<file path="src/hdl/pmss_pkg.sv">
`default_nettype none

package pmss_pkg;

  localparam int SAMPLE_W  = 32;
  localparam int SPACING_W = 16;
  localparam int SIGMA_W   = 26;

  localparam int S0_W  = 42;
  localparam int S1_W  = 52;
  localparam int S2_W  = 62;
  localparam int PA_W  = S0_W + S2_W;
  localparam int DX2_W = 2 * SPACING_W;
  localparam int N_W   = PA_W + DX2_W;
  localparam int ALU_W = N_W;
  localparam int MPL_W = S2_W;
  localparam int Q_W   = 2 * SIGMA_W;
  localparam int CNT_W = $clog2(N_W);

  localparam logic [SPACING_W-1:0] SPACING_RST = SPACING_W'(256);
  localparam logic [SIGMA_W-1:0]   SIGMA_MAX   = {SIGMA_W{1'b1}};
  localparam logic [Q_W-1:0]       ROOT_TOP    = {2'b01, {(Q_W-2){1'b0}}};

  typedef struct packed {
    logic [SAMPLE_W-1:0] sample;
    logic                last;
  } pmss_in_t;

  typedef struct packed {
    logic [SIGMA_W-1:0] sigma;
    logic               empty_profile;
    logic               too_long;
  } pmss_out_t;

  typedef struct packed {
    logic add;
    logic clear;
  } pmss_acc_ctrl_t;

endpackage

`default_nettype wire

</file>
<file path="src/hdl/pmss_accum.sv">
`default_nettype none

module pmss_accum #(
  parameter int MAX_BINS    = 1024,
  parameter int SAMPLE_BITS = 32
) (
  input  logic                           clk_i,
  input  logic                           rst_ni,
  input  pmss_pkg::pmss_acc_ctrl_t       ctrl_i,
  input  logic [pmss_pkg::SAMPLE_W-1:0]  sample_i,
  output logic [pmss_pkg::S0_W-1:0]      s0_o,
  output logic [pmss_pkg::S1_W-1:0]      s1_o,
  output logic [pmss_pkg::S2_W-1:0]      s2_o,
  output logic                           ovf_o
);
  import pmss_pkg::*;

  localparam int IDX_W = $clog2(MAX_BINS + 1);
  localparam int SQ_W  = 2 * IDX_W;
  localparam int P1_W  = IDX_W + SAMPLE_BITS;
  localparam int P2_W  = SQ_W + SAMPLE_BITS;

  logic [IDX_W-1:0]       idx_q;
  logic [SQ_W-1:0]        sq_q;
  logic [S0_W-1:0]        s0_q;
  logic [S1_W-1:0]        s1_q;
  logic [S2_W-1:0]        s2_q;
  logic                   ovf_q;
  logic [SAMPLE_BITS-1:0] smp;
  logic                   in_range;
  logic [P1_W-1:0]        p1;
  logic [P2_W-1:0]        p2;

  assign smp      = sample_i[SAMPLE_BITS-1:0];
  assign in_range = idx_q < IDX_W'(MAX_BINS);
  assign p1       = P1_W'(idx_q) * P1_W'(smp);
  assign p2       = P2_W'(sq_q) * P2_W'(smp);

  always_ff @(posedge clk_i or negedge rst_ni) begin
    if (!rst_ni) begin
      idx_q <= '0;
      sq_q  <= '0;
      s0_q  <= '0;
      s1_q  <= '0;
      s2_q  <= '0;
      ovf_q <= 1'b0;
    end else if (ctrl_i.clear) begin
      idx_q <= '0;
      sq_q  <= '0;
      s0_q  <= '0;
      s1_q  <= '0;
      s2_q  <= '0;
      ovf_q <= 1'b0;
    end else if (ctrl_i.add) begin
      if (in_range) begin
        idx_q <= idx_q + IDX_W'(1);
        sq_q  <= sq_q + SQ_W'({idx_q, 1'b1});
        s0_q  <= s0_q + S0_W'(smp);
        s1_q  <= s1_q + S1_W'(p1);
        s2_q  <= s2_q + S2_W'(p2);
      end else begin
        ovf_q <= 1'b1;
      end
    end
  end

  assign s0_o  = s0_q;
  assign s1_o  = s1_q;
  assign s2_o  = s2_q;
  assign ovf_o = ovf_q;

endmodule

`default_nettype wire

</file>
<file path="config.mk">
export PLATFORM = sky130hd
export DESIGN_NAME = pmss_accum
export DESIGN_NICKNAME = d
export VERILOG_FILES = /design/src/hdl/pmss_pkg.sv /design/src/hdl/pmss_accum.sv
export SDC_FILE = /design/constraint.sdc
export NUM_CORES = 2
export LEC_CHECK = 0
export BUFFER_PORTS_ARGS = -buffer_cell sky130_fd_sc_hd__clkbuf_2
export CAP_MARGIN = 25
export CORE_ASPECT_RATIO = 1.1
export CORE_MARGIN = 4
export CORE_UTILIZATION = 35
export CTS_BUF_LIST = sky130_fd_sc_hd__clkbuf_8
export DETAILED_ROUTE_END_ITERATION = 7
export PLACE_DENSITY = 0.54
export RECOVER_POWER = 25
export SLEW_MARGIN = 20
export SYNTH_ARGS = -nofsm -noshare
export SYNTH_HDL_FRONTEND = slang
export SYNTH_SLANG_ARGS = --single-unit
</file>
<file path="constraint.sdc">
create_clock -name clk_i -period 6.8 [get_ports clk_i]
set_input_delay 0.34 -clock clk_i [delete_from_list [all_inputs] [get_ports clk_i]]
set_output_delay 0.34 -clock clk_i [all_outputs]
set_load 0.05 [all_outputs]
</file>
==> results.md <==
| Quantity | Value |
|:---|:---|
| Post-synthesis sequential area ratio | 10.3% |
| Cell-by-cell trace of the critical path | buf_12 -> buf_4 -> and2_1 -> fa_2 -> fa_1 -> inv_1 -> fa_1 -> inv_1 -> fa_1 -> fa_1 -> fa_1 -> fa_1 -> ha_4 -> nand4_1 -> buf_4 -> o211ai_1 -> a21oi_2 -> a31oi_4 -> a31o_4 -> a31o_4 -> a31oi_4 -> or4_1 -> nand3_1 |
| Clock tree from TritonCTS | done |
| Top cell family by delay on the critical path | adder cells |
| Mapped Avg Cell Area | 8.68 um^2 |
| Final Routed Wirelength | 142,000 um |
| Run status | finished, violations left |
| Violated checks | max-capacitance violations, max-slew violations, negative setup slack |
| Final design utilization | 41.4% |
| Area added between synthesis and finish | 17.0% |
| Upper clock frequency limit | 143 MHz |
| Num CTS Buffers | 17 |
| Fraction of layout instances using a drive strength above 1 | 16.5% |
| Synth area leader | sky130_fd_sc_hd__fa_1 |
| Insertion delay of the later-clocked pin in the worst-skew pair | 670 ps |
| Total congestion overflow | 0 |
| Dpl hpwl | 118,000 um |
| Static leakage | 26.6 nW |
| Critical path required time | 7390 ps |
| H-tree depth | 4 |
| Setup CP Type | flop to flop |
| Critical Path Slowest Stage Cell | sky130_fd_sc_hd__fa_1 |
| Via-to-Cell Ratio | 5.00 |
| Fin area | 54,200 um^2 |
| Die area | 138,000 um^2 |
| Wire length of the first global-routing pass | 228,000 um |
| Most numerous cell on the critical path | sky130_fd_sc_hd__fa_1 |
| Final worst-path cycle share | 103% |
| Cell at the root of the clock tree | sky130_fd_sc_hd__clkbuf_8 |
| Total iterations of the first detailed-routing run | 5 |
| Largest vdd supply drop | 0.000176 V |
| Horizontal extent of the die | 355 um |
| Total DRC errors in the routed layout | 0 |
| Number of setup violations in the final report | 12 |
| Leading post-synthesis cells by cell area | sky130_fd_sc_hd__fa_1 (42%), sky130_fd_sc_hd__dfrtp_1 (10%), sky130_fd_sc_hd__inv_1 (8.5%) |
| Vias after detailed routing | 37,600 |
| Max-cap violations | 4 |
| Row count | 139 |
| Synthesized instance count | 5,337 |
| Most common cell in the synthesized netlist | sky130_fd_sc_hd__inv_1 |
| Final hold violations | 0 |
| Number of antenna-violating nets in the routed design | 0 |
| RSZ-0062 raised after global routing | yes |
| Setup crit start kind | flop |
| Total standard cell area after synthesis | 46,300 um^2 |
| Largest net degree at the start of global routing | 59 |
| Number of buffer and inverter stages on the critical path | 5 |
| Synth top cells by count | sky130_fd_sc_hd__inv_1 (1,047), sky130_fd_sc_hd__nand2_1 (1,018), sky130_fd_sc_hd__fa_1 (966) |
| Post-synth cell types | 87 |
| Yosys warnings | 0 |
| Number of antenna violations at the first check in global routing | 5 |
| Final Slew Violations | 197 |
| Register clock-pin slew on the reported worst setup and hold paths | 140 ps |
| Min-Delay Path Class | input port to flop |
| Largest stage delay on the critical path | 570 ps |
| Total routing usage reported by global routing | 21.3% |
| Floorplan die height | 390 um |
| Total negative slack | -1050 ps |
| Syn_nets | 6,642 |
| Bufs on Longest Clock Path | 2 |
| Share of the synthesized area in the top cell type | 41.7% |
| Async set-or-reset flop fraction in the synthesized netlist | 100% |
| Power per cell area | 105 nW/um^2 |
| FF+latch count, synth | 190 |
| Worst hold-check slack | 129 ps |
| Area of the core | 131,000 um^2 |
| Min Tclk post-route | 6990 ps |
| Total number of clock tree sinks | 190 |
| Vias in the first global route | 40,600 |
| Post-route clock skew | 28.3 ps |
| Initial standard-cell utilization of the core | 35.4% |
| Tightest slew margin relative to the limit | -111% |
| Total placed instance area | 52,200 um^2 |
| PnR worst setup slack | -190 ps |
| EDFF count, synth | 0 |
| Detail-routed net length per standard cell | 18.9 um |
| Post-layout power | 5.69 mW |
| Gp weighted congestion | 0.904 |
| Buffers added on ports | 192 |
| IO Count | 193 |
| Endpoint type of the worst setup path | flop |
| Critical Path AT | 7580 ps |
| Final net count | 7,052 |
| Slew @ Worst Pin | 3160 ps |
| Number of DRC markers after the initial detailed-route iteration | 2,107 |
| Most instantiated flip-flop cell in the synthesis netlist | sky130_fd_sc_hd__dfrtp_1 |
| Maximum fanout along the worst path | 14 |
-- layout make-up --
type	instances	area, um^2
fillers	13300	76800
diodes	4	10.0
clock inverters	14	166
clock buffers	18	248
flip-flops and latches	190	4770
inverters	1047	3930
repair buffers	699	5410
well taps	1762	2200
multi-input cells	3792	37500
-- routing by layer --
| layer | wire [um] | part of all wire, % | GRT usage (%) |
|---|---|---|---|
| met2 | 70800 | 50 | 36.7 |
| met5 | 0 | 0 | 0 |
| met3 | 5660 | 4.0 | 2.74 |
| met1 | 59700 | 42 | 27.1 |
| met4 | 5960 | 4.2 | 8.57 |
-- worst register-to-register path: stages (launching register included) --
cell	delay, ps
sky130_fd_sc_hd__dfrtp_2	480
sky130_fd_sc_hd__buf_12	160
sky130_fd_sc_hd__buf_4	170
sky130_fd_sc_hd__and2_1	190
sky130_fd_sc_hd__fa_2	390
sky130_fd_sc_hd__fa_1	520
sky130_fd_sc_hd__inv_1	50
sky130_fd_sc_hd__fa_1	490
sky130_fd_sc_hd__inv_1	60
sky130_fd_sc_hd__fa_1	480
sky130_fd_sc_hd__fa_1	580
sky130_fd_sc_hd__fa_1	430
sky130_fd_sc_hd__fa_1	490
sky130_fd_sc_hd__ha_4	300
sky130_fd_sc_hd__nand4_1	220
sky130_fd_sc_hd__buf_4	230
sky130_fd_sc_hd__o211ai_1	130
sky130_fd_sc_hd__a21oi_2	110
sky130_fd_sc_hd__a31oi_4	280
sky130_fd_sc_hd__a31o_4	290
sky130_fd_sc_hd__a31o_4	200
sky130_fd_sc_hd__a31oi_4	100
sky130_fd_sc_hd__or4_1	480
sky130_fd_sc_hd__nand3_1	80
-- metrics by stage --
| step | instances | setup WS [ps] |
|---|---|---|
| after detailed placement | 7445 | -550 |
| final | 7526 | -190 |
| after CTS | 7516 | -105 |
| after floorplan | 5337 | 124 |
| after global routing | 7525 | -373 |
| after global placement | 7445 | -511 |
-- what timing repair did --
item	in CTS	in global routing
hold buffers	2	0
pin swaps	114	75
gates resized for setup	135	154
endpoints found under the hold margin	37	0
setup endpoints to repair	34	48
cloned	2	1
setup buffers	37	8
-- power by group --
group	switching, mW	internal (mW)	total [mW]
sequential	0.116	1.23	1.34
combinational	2.10	1.31	3.41
clock	0.612	0.322	0.933
-- sequential cells by signal, indices dropped and copies added, names as in the netlist --
register  flops
sq_q         22
idx_q        11
s1_o         52
ovf_o         1
s0_o         42
s2_o         62
-- cell families after synthesis --
group | after synthesis | share of synthesized area [%]
XOR/XNOR | 123 | 2.33
AND/OR/NAND/NOR | 1732 | 17.1
multiplexers | 15 | 0.356
buffers and inverters | 1355 | 11.1
AO/OA/AOI/OAI | 653 | 8.96
flip-flops | 190 | 10.3
adder cells (fa/ha/maj) | 1269 | 49.9
-- worst paths after layout --
path / endpoint / from / cells after the start / slack (ps)
worst max-delay path: s2_o[52] / sq_q[7] / 23 / -190
min in group asynchronous: s1_o[6] / rst_ni / 2 / 1100
worst min register to register: s0_o[21] / s0_o[21] / 2 / 550
max in group asynchronous: sq_q[13] / rst_ni / 3 / 1550
worst max register to register: s2_o[52] / sq_q[7] / 23 / -190
worst min-delay path: ovf_o / ctrl_i[1] / 3 / 130
-- layout by cell type, fill, tap and decap left out, types with 25 or more instances in the layout --
cell type / instances
sky130_fd_sc_hd__o21ai_1: 32
sky130_fd_sc_hd__fa_2: 25
sky130_fd_sc_hd__a21oi_2: 39
sky130_fd_sc_hd__buf_12: 38
sky130_fd_sc_hd__a21o_1: 66
sky130_fd_sc_hd__xor2_1: 48
sky130_fd_sc_hd__buf_4: 426
sky130_fd_sc_hd__o21ai_0: 79
sky130_fd_sc_hd__nand4_1: 37
sky130_fd_sc_hd__ha_1: 286
sky130_fd_sc_hd__buf_6: 33
sky130_fd_sc_hd__o21bai_1: 26
sky130_fd_sc_hd__and3_1: 26
sky130_fd_sc_hd__and2_1: 342
sky130_fd_sc_hd__nand2_1: 1013
sky130_fd_sc_hd__nand3_1: 52
sky130_fd_sc_hd__a21oi_1: 194
sky130_fd_sc_hd__nor2_1: 116
sky130_fd_sc_hd__nor3_1: 32
sky130_fd_sc_hd__xnor2_1: 72
sky130_fd_sc_hd__clkbuf_2: 190
sky130_fd_sc_hd__fa_1: 941
sky130_fd_sc_hd__inv_1: 1034
sky130_fd_sc_hd__dfrtp_1: 181
sky130_fd_sc_hd__a211oi_1: 29
(Power assumes the default switching activity.)
